===== src/rtl/bat_pkg.sv =====
// Shared types and constants for the breakpoint address table.
// Used by breakpoint_address_table_unit; depends on nothing else.
`default_nettype none
package bat_pkg;

    localparam int TABLE_ENTRIES = 8;
    localparam int ADDR_W        = 32;
    localparam int CMD_W         = 2;
    localparam int ENT_W         = 4;
    localparam int CNT_W         = $clog2(TABLE_ENTRIES + 1);
    localparam int IDX_W         = (TABLE_ENTRIES > 1) ? $clog2(TABLE_ENTRIES) : 1;

    typedef enum logic [CMD_W-1:0] {
        CMD_ADD    = 2'd0,
        CMD_REMOVE = 2'd1,
        CMD_CHECK  = 2'd2
    } t_bat_cmd;

    typedef enum logic [1:0] {
        ST_IDLE,
        ST_SCAN,
        ST_RESP
    } t_bat_state;

    typedef struct packed {
        logic [CMD_W-1:0]  command;
        logic [ADDR_W-1:0] address;
    } t_bat_in;

    typedef struct packed {
        logic             ok;
        logic [ENT_W-1:0] entries_used;
    } t_bat_out;

endpackage
`default_nettype wire


===== src/rtl/breakpoint_address_table_unit.sv =====
// Breakpoint address table: slot store, enable bits, fill count and scan sequencer.
// Depends on bat_pkg for types and constants.
`default_nettype none
// Each command is one beat taken when start is high and busy is low. One
// shared 32-bit comparator walks the slots in use, one slot per cycle. After
// acceptance a command goes through the scan, one step per slot in use, a
// step to close the scan, the result state and then idle; an add to a full
// table or an unknown command skips the scan and goes straight to the
// result state. A match ends the scan early. busy stays high from
// acceptance until the result has been shown.
// The result is on o_result for exactly one cycle with o_valid high; it
// cannot be held off, so the receiver must take it in that cycle.
module breakpoint_address_table_unit (
    input  wire logic              i_clk,
    input  wire logic              i_rst_n,
    input  wire logic              start,
    output logic                   busy,
    input  wire bat_pkg::t_bat_in  i_cmd,
    output logic                   o_valid,
    output bat_pkg::t_bat_out      o_result
);
    import bat_pkg::*;

    logic [ADDR_W-1:0] r_tab_addr [TABLE_ENTRIES];
    logic [TABLE_ENTRIES-1:0] r_tab_en;

    t_bat_state        r_state, n_state;
    logic [CMD_W-1:0]  r_cmd, n_cmd;
    logic [ADDR_W-1:0] r_addr, n_addr;
    logic [CNT_W-1:0]  r_idx, n_idx;
    logic [CNT_W-1:0]  r_count, n_count;
    logic              r_ok, n_ok;

    logic              set_en, clr_en, append;
    logic [IDX_W-1:0]  scan_idx;
    logic [IDX_W-1:0]  fill_idx;
    logic              hit;
    logic              in_range;

    assign scan_idx = r_idx[IDX_W-1:0];
    assign fill_idx = r_count[IDX_W-1:0];
    assign in_range = (r_idx < r_count);
    assign hit      = (r_tab_addr[scan_idx] == r_addr);

    always_ff @(posedge i_clk) begin
        if (!i_rst_n) begin
            r_state <= ST_IDLE;
            r_count <= '0;
            r_tab_en <= '0;
        end else begin
            r_state <= n_state;
            r_count <= n_count;
            if (set_en) begin
                r_tab_en[scan_idx] <= 1'b1;
            end
            if (clr_en) begin
                r_tab_en[scan_idx] <= 1'b0;
            end
            if (append) begin
                r_tab_en[fill_idx] <= 1'b1;
            end
        end
    end

    // Slot addresses and command payload carry no reset.
    always_ff @(posedge i_clk) begin
        r_cmd  <= n_cmd;
        r_addr <= n_addr;
        r_idx  <= n_idx;
        r_ok   <= n_ok;
        if (append) begin
            r_tab_addr[fill_idx] <= r_addr;
        end
    end

    always_comb begin
        n_state = r_state;
        n_cmd   = r_cmd;
        n_addr  = r_addr;
        n_idx   = r_idx;
        n_count = r_count;
        n_ok    = r_ok;
        set_en  = 1'b0;
        clr_en  = 1'b0;
        append  = 1'b0;
        unique case (r_state)
            ST_IDLE: begin
                if (start) begin
                    n_cmd  = i_cmd.command;
                    n_addr = i_cmd.address;
                    n_idx  = '0;
                    n_ok   = 1'b0;
                    // Full table refuses an add outright; an unknown command is dropped.
                    if ((i_cmd.command == CMD_ADD && r_count >= CNT_W'(TABLE_ENTRIES))
                        || (i_cmd.command != CMD_ADD && i_cmd.command != CMD_REMOVE
                            && i_cmd.command != CMD_CHECK)) begin
                        n_state = ST_RESP;
                    end else begin
                        n_state = ST_SCAN;
                    end
                end
            end
            ST_SCAN: begin
                priority if (in_range && hit && r_cmd == CMD_ADD) begin
                    set_en  = 1'b1;
                    n_ok    = 1'b1;
                    n_state = ST_RESP;
                end else if (in_range && hit && r_cmd == CMD_REMOVE) begin
                    clr_en  = 1'b1;
                    n_ok    = 1'b1;
                    n_state = ST_RESP;
                end else if (in_range && hit && r_tab_en[scan_idx]) begin
                    n_ok    = 1'b1;
                    n_state = ST_RESP;
                end else if (in_range) begin
                    n_idx = r_idx + CNT_W'(1);
                end else begin
                    // End of the slots in use: append on add, miss otherwise.
                    if (r_cmd == CMD_ADD) begin
                        append  = 1'b1;
                        n_count = r_count + CNT_W'(1);
                        n_ok    = 1'b1;
                    end
                    n_state = ST_RESP;
                end
            end
            ST_RESP: begin
                n_state = ST_IDLE;
            end
            default: begin
                n_state = ST_IDLE;
            end
        endcase
    end

    assign busy                  = (r_state != ST_IDLE);
    assign o_valid               = (r_state == ST_RESP);
    assign o_result.ok           = r_ok;
    assign o_result.entries_used = ENT_W'(r_count);

    a_count_bound: assert property (@(posedge i_clk) disable iff (!i_rst_n)
        r_count <= CNT_W'(TABLE_ENTRIES))
        else $error("fill count beyond table size");

    a_count_step: assert property (@(posedge i_clk) disable iff (!i_rst_n)
        ($past(i_rst_n) && r_count != $past(r_count))
            |-> (r_count == $past(r_count) + CNT_W'(1) && $past(r_cmd) == CMD_ADD
                 && $past(r_state) == ST_SCAN))
        else $error("fill count moved other than by an append");

    a_one_beat: assert property (@(posedge i_clk) disable iff (!i_rst_n)
        o_valid |=> !o_valid)
        else $error("result shown for more than one cycle");

    a_accept_busy: assert property (@(posedge i_clk) disable iff (!i_rst_n)
        (start && !busy) |=> busy)
        else $error("command accepted without going busy");

endmodule
`default_nettype wire

===== config.mk =====
export PLATFORM = sky130hd
export DESIGN_NAME = breakpoint_address_table_unit
export DESIGN_NICKNAME = d
export VERILOG_FILES = /design/src/rtl/bat_pkg.sv /design/src/rtl/breakpoint_address_table_unit.sv
export SDC_FILE = /design/constraint.sdc
export NUM_CORES = 1
export LEC_CHECK = 0
export BUFFER_PORTS_ARGS = -buffer_cell sky130_fd_sc_hd__buf_2
export CORE_UTILIZATION = 40
export DETAILED_ROUTE_END_ITERATION = 12
export PLACE_DENSITY = 0.67
export SLEW_MARGIN = 15
export SYNTH_ARGS = -nofsm -noshare
export SYNTH_HDL_FRONTEND = slang
export SYNTH_SLANG_ARGS = --single-unit

===== constraint.sdc =====
create_clock -name i_clk -period 6 [get_ports i_clk]
set_input_delay 0.9 -clock i_clk [delete_from_list [all_inputs] [get_ports i_clk]]
set_output_delay 0.9 -clock i_clk [all_outputs]
set_load 0.03 [all_outputs]

Word-level counts from Yosys, hierarchy flattened. Memories as Yosys holds them, arrays and structs flattened. A register that Yosys moved wholly into a read port is not among the register bits. Cells that the tools add are included.

Bits in registers: 53. RAM bits: 256. Bits of input ports: 37. Output and inout bits: 7. Logic and storage cells: 103. Memories kept: 1.

Add/subtract/negate cells: 2. $lt $le $gt $ge: 6. Eq/ne operators: 13. Muxes and demuxes: 45. Bitwise logic cells: 8. Reductions and logical operators: 21.

Memories: r_tab_addr (depth 8, width 32, rd ports 1, clocked after memory_dff 1, wr ports 1, RTL line breakpoint_address_table_unit.sv:24) `logic [ADDR_W-1:0] r_tab_addr [TABLE_ENTRIES];`.

Operators by type and width (count): 2-to-1 mux 8 bit (5); == test 32 bit (1); 2-to-1 mux 1 bit (22); 2-to-1 mux 4 bit (5); OR 8 bit (2); 2-to-1 mux 2 bit (6); inequality test 2 bit (second input constant) (6); AND reduction 6 bit (2); inequality test 5 bit (second input constant) (2); logical AND 1 bit (9); adder 4 x 1 -> 4 bit (second input constant) (2); AND 8 bit (1); less-than comparator 3 x 4 -> 1 bit (second input constant) (2); inverter 8 bit (1); case mux 4 bit (2 select lines) (1); demux 1 bit (select 3 bit) (2); greater-or-equal comparator 3 x 1 -> 1 bit (second input constant) (2); logical NOT 2 bit (3); nonzero test 2 bit (3); == test 2 x 1 -> 1 bit (second input constant) (2); greater-or-equal comparator 4 bit (second input constant) (1); less-than comparator 4 bit (1); inverter 1 bit (4); case mux 2 bit (2 select lines) (1); other kinds (8) (9).

Logic depth before layout (Yosys ltp).
Depth in word-level cells: 12. Gate-level depth with buffers: 13. Depth with buffers taken out: 9.

Worst setup path before layout. No wires, ideal clock.

Path type: flip-flop to flip-flop. From: reg r_count[1]. To: reg r_tab_en[2]. Library setup time: 0.089 ns. Data arrival time: 5.461 ns. Required time: 5.911 ns. Setup slack: 0.450 ns. Stages on the path, launching flop included: 10. Path buffers: 0. Period minus slack after synthesis: 5.550 ns. Cells stage by stage: dfxtp_1 -> inv_1 -> ha_1 -> a21o_1 -> a21oi_1 -> o21ai_0 -> nand2_1 -> nor4_1 -> nor2_1 -> a211oi_2.

Cells in the longest elaborated chain, start to end: 12. Elaborated cells between the ends (all ways): 27. Classes of those cells: order compare (3); mux (17); bitwise (2); reduce/logical (5).

Ends and longest elaborated chain: from (decl) (RTL line breakpoint_address_table_unit.sv:31) `logic [CNT_W-1:0] r_count, n_count;`; from (signal assigned) (RTL line breakpoint_address_table_unit.sv:52) `r_count <= n_count;`; less-than comparator 4 bit (RTL line breakpoint_address_table_unit.sv:42) `assign in_range = (r_idx < r_count);`; logical AND 1 bit (RTL line breakpoint_address_table_unit.sv:104, breakpoint_address_table_unit.sv:108, breakpoint_address_table_unit.sv:112); logical AND 1 bit (RTL line breakpoint_address_table_unit.sv:104) `priority if (in_range && hit && r_cmd == CMD_ADD) begin`; 2-to-1 mux 1 bit (RTL line breakpoint_address_table_unit.sv:104); 2-to-1 mux 1 bit (RTL line breakpoint_address_table_unit.sv:86) `unique case (r_state)`; 2-to-1 mux 8 bit (RTL line breakpoint_address_table_unit.sv:53) `if (set_en) begin`; 2-to-1 mux 8 bit (RTL line breakpoint_address_table_unit.sv:46) `if (!i_rst_n) begin`; AND 8 bit (no source line); 2-to-1 mux 8 bit (RTL line breakpoint_address_table_unit.sv:56) `if (clr_en) begin`; 2-to-1 mux 8 bit (RTL line breakpoint_address_table_unit.sv:46); OR 8 bit (no source line); 2-to-1 mux 8 bit * (RTL line breakpoint_address_table_unit.sv:59) `if (append) begin`; to (signal assigned) (RTL line breakpoint_address_table_unit.sv:49) `r_tab_en <= '0;`; to (signal, indexed assignment) (RTL line breakpoint_address_table_unit.sv:57) `r_tab_en[scan_idx] <= 1'b0;`; to (signal, indexed assignment) (RTL line breakpoint_address_table_unit.sv:60) `r_tab_en[fill_idx] <= 1'b1;`; to (decl) (RTL line breakpoint_address_table_unit.sv:25) `logic [TABLE_ENTRIES-1:0] r_tab_en;`.

Every way passes the cells marked *; elsewhere a longest branch is shown, timed or not. The select of a mux whose other input is x is not followed. A chain may end at the register's enable or synchronous reset.

==> results.cfg <==
[yosys]
synth_top_area_share_pct = 70.6
ys_warn_count = 0
yosysUniqueCellTypes = 52
mappedNetlistArea_sq_um = 12500
synth.area.top_cells = sky130_fd_sc_hd__edfxtp_1 71%, sky130_fd_sc_hd__mux4_2 9.0%, sky130_fd_sc_hd__mux2i_1 3.9%
synth_fp_nets = 704
synth-edff-count = 295
synth_top_cell_by_area = sky130_fd_sc_hd__edfxtp_1
synth_seq_cells = 312
postSynthCellCount = 662
avgSynthCellArea_sq_um = 18.9
ys_dominant_reg_cell = sky130_fd_sc_hd__edfxtp_1
ys_seq_area_share_pct = 73.3
async_reset_ff_share_pct = 0

[floorplanning]
die_y_um = 179
floorplan.die_area_sq_um = 32100
die_w_um = 179
initial_core_util_pct = 40.8
pin_count = 44
std_cell_rows = 64
core_area_sq_um = 30700

[worst_setup_path]
critical_path_peak_fanout = 26
cp.buffers_inverters = 2
cp_num_cells = 9
timing.critical_path.slowest_cell_delay_ns = 0.81
type_of_origin_of_the_critical_path = flop
rrSetupSlack_ns = 1.99
worst_ep_required_ns = 6.25
reg2reg_depth = 9
crit_end = r_idx[3]
path_class = flop to flop
cpLargestDelayFamily = flip-flops
cp_cell_sequence = buf_4, mux4_2, mux2i_1, xor2_1, o2111ai_1, nor4_1, nand4_1, o31ai_2, inv_1
setup.worst_path.end_class = flop
worst_r2r_endpoint = r_idx[3]
cp_slowest_cell = sky130_fd_sc_hd__dfxtp_2
arrival_ns = 4.26

[final_layout]
filler_cell_count = 2647
finalInstanceArea_sq_um = 14300
antenna_cells_inserted = 0
drive_above_1_share_pct = 25.0
multiInputGateArea_sq_um = 3150
flow.area_growth_from_synthesis_pct = 13.7
layout.area.seq_sq_um = 9210
nets = 766

[worst_hold_path]
hold_crit_class = input pin to flop

[clocking]
clockBufferDepth = 3
cts.clk_slew.worst_paths_ns = 0.06
clock_sinks = 312
tritoncts = done
clock-root-buffer = sky130_fd_sc_hd__clkbuf_16
post_cts_gate_resize_count = 0
insertion_delay_ns = 0.52
cts_hold_repair.buffers = 0
htree_levels = 2
cts_setup_buffers = 0
numCtsBuffers = 34

[placement]
post-dp-hpwl_mm = 13.9
cell_area_placed_sq_um = 13200
routability_driven_placement_congestion_ratio = 0.781
placement.io_buffers = 43

[pwr]
power_per_cell_area_nw_per_um2 = 348
peakVddDrop_v = 0.000222
report.power.total_mw = 4.97
p_leak_nw = 4.56

[sta]
whs_ns = 0.553
tightestPinTransition_ns = 0.895
timing.final.crit_share_pct = 66.8
setup_viol = 0
rsz0062_at_grt = false
final-hold-violation-count = 0
worst_clock_skew_ns = 0.0178
max_clock_freq_mhz = 249
period_needed_ns = 4.01
accumulated_negative_setup_slack_ns = 0
relSlewSlack_pct = 40.2
finalMaxSlewViolations = 0

[grt]
largest_net_degree_at_the_start_of_global_routing = 48
globalRoute.totalOverflow = 0
global_route_wire_length_before_repair_mm = 38.7
antenna_found_initial = 0
track_usage_pct = 16.4
number_of_global_route_vias_before_repair = 6414

[routing]
drtAntennaViolNets = 0
drt_iter0_drc = 498
firstDrtPassIters = 9
wl_mm = 25.1
wire_per_inst_um = 21.9
drcViolationCount = 4
vias = 6197
detail_route.vias_per_cell = 5.41

[flow_run]
max_cap_violations = 0

[run_status]
violated_checks = design-rule violations
status = finished, violations left
==> area by class of cell <==
cell class,count,area share [%]
clock inverter,16,1.08
clock buffer,45,6.26
inverter,12,0.316
timing repair buffer,56,2.19
tap,396,3.48
sequential,312,64.6
multi-input combinational,308,22.1
==> how the worst min path moves through the flow <==
stage / startpoint / endpoint / depth (start not counted)
detailed placement: r_count[3] / r_count[3] / 2
global placement: r_count[3] / r_count[3] / 2
global route: i_cmd[25] / r_addr[25] / 1
CTS: i_cmd[25] / r_addr[25] / 1
floorplan: r_tab_en[6] / r_tab_en[6] / 2
finish: i_cmd[22] / r_addr[22] / 1
==> cell usage in the layout, fill, tap and decap left out, drive strengths merged, types with 2 or more instances in the layout <==
master,count
and3,2
buf,56
a31oi,3
o21ai,5
a311oi,8
a221oi,3
edfxtp,295
and4,4
a22oi,5
xnor2,14
nand2b,5
nand2,16
o211ai,5
nand3b,5
inv,15
nor2b,7
nand3,6
o22ai,3
a21oi,5
or3b,2
nor3,6
nor2,30
mux2i,49
bufinv,2
a211oi,8
and2,3
dfxtp,17
clkbuf,45
nor4,10
mux4,50
nor4b,2
clkinv,10
xor2,20
ha,5
nand4,6
a21o,2
mux2,6
a32o,2
==> sequential cells by signal (all words and copies together) (netlist names), named ones only <==
register,count
r_idx,4
r_count,4
r_tab_addr,256
r_tab_en,8
r_addr,32
r_state,2
r_ok,1
r_cmd,2
==> routing by layer <==
metal	routed length [um]	global-route usage (%)	vias to the layer above
met5	0	0	-
met4	535	5.11	0
met3	1290	2.80	38
met2	11700	25.5	176
met1	11600	23.4	3175
li1	-	-	2808
==> synth_stat cells (2+ instances only) <==
cell type	number
sky130_fd_sc_hd__and4_1	4
sky130_fd_sc_hd__ha_1	5
sky130_fd_sc_hd__nand3b_1	5
sky130_fd_sc_hd__buf_2	10
sky130_fd_sc_hd__or3b_2	2
sky130_fd_sc_hd__o21ai_0	5
sky130_fd_sc_hd__a32o_1	2
sky130_fd_sc_hd__nor2b_1	7
sky130_fd_sc_hd__a21o_1	2
sky130_fd_sc_hd__a21oi_1	5
sky130_fd_sc_hd__nor3_1	6
sky130_fd_sc_hd__and3_1	2
sky130_fd_sc_hd__a211oi_2	8
sky130_fd_sc_hd__o211ai_1	5
sky130_fd_sc_hd__mux2_2	6
sky130_fd_sc_hd__xnor2_1	14
sky130_fd_sc_hd__dfxtp_1	17
sky130_fd_sc_hd__xor2_1	20
sky130_fd_sc_hd__nand4_1	6
sky130_fd_sc_hd__mux2i_1	49
sky130_fd_sc_hd__nor4_1	9
sky130_fd_sc_hd__o22ai_1	3
sky130_fd_sc_hd__and2_1	3
sky130_fd_sc_hd__a31oi_1	3
sky130_fd_sc_hd__clkbuf_1	5
sky130_fd_sc_hd__buf_1	3
sky130_fd_sc_hd__edfxtp_1	295
sky130_fd_sc_hd__mux4_2	50
sky130_fd_sc_hd__a22oi_1	5
sky130_fd_sc_hd__a221oi_1	3
sky130_fd_sc_hd__buf_6	7
sky130_fd_sc_hd__a311oi_1	8
sky130_fd_sc_hd__nand2b_1	5
sky130_fd_sc_hd__buf_4	5
sky130_fd_sc_hd__nor4b_1	2
sky130_fd_sc_hd__nand2_1	16
sky130_fd_sc_hd__inv_1	12
sky130_fd_sc_hd__nand3_1	5
sky130_fd_sc_hd__nor2_1	30
==> report_power, final <==
group | switching, mW | total [mW] | internal (mW)
Combinational | 0.226 | 0.444 | 0.218
Sequential | 0.118 | 2.55 | 2.44
Clock | 0.826 | 1.97 | 1.14
==> per-stage QoR <==
step	setup slack, ns	std cells	util, %
finish	1.99	1145	46.4
detailed placement	1.99	1084	43.0
CTS	1.96	1145	46.4
global placement	2.11	1084	43.0
global route	1.75	1145	46.4
floorplan	0.450	662	-
==> kinds of logic (layout without fill, tap and decap cells) <==
group / count (synthesis) / in the layout / synth area share [%]
XOR/XNOR: 34 / 34 / 2.37
buffers and inverters: 42 / 129 / 1.93
flip-flops: 312 / 312 / 73.3
adder cells (fa/ha/maj): 5 / 5 / 0.499
multiplexers: 105 / 105 / 13.4
AND/OR/NAND/NOR: 106 / 106 / 4.64
AO/OA/AOI/OAI: 58 / 58 / 3.81
==> worst reg2reg max path: stages (launching register included) <==
cell                        delay [ns]
sky130_fd_sc_hd__dfxtp_2          0.81
sky130_fd_sc_hd__buf_4            0.44
sky130_fd_sc_hd__mux4_2           0.35
sky130_fd_sc_hd__mux2i_1          0.22
sky130_fd_sc_hd__xor2_1           0.29
sky130_fd_sc_hd__o2111ai_1        0.27
sky130_fd_sc_hd__nor4_1           0.40
sky130_fd_sc_hd__nand4_1          0.40
sky130_fd_sc_hd__o31ai_2          0.41
sky130_fd_sc_hd__inv_1            0.16
(Power assumes the default switching activity.)
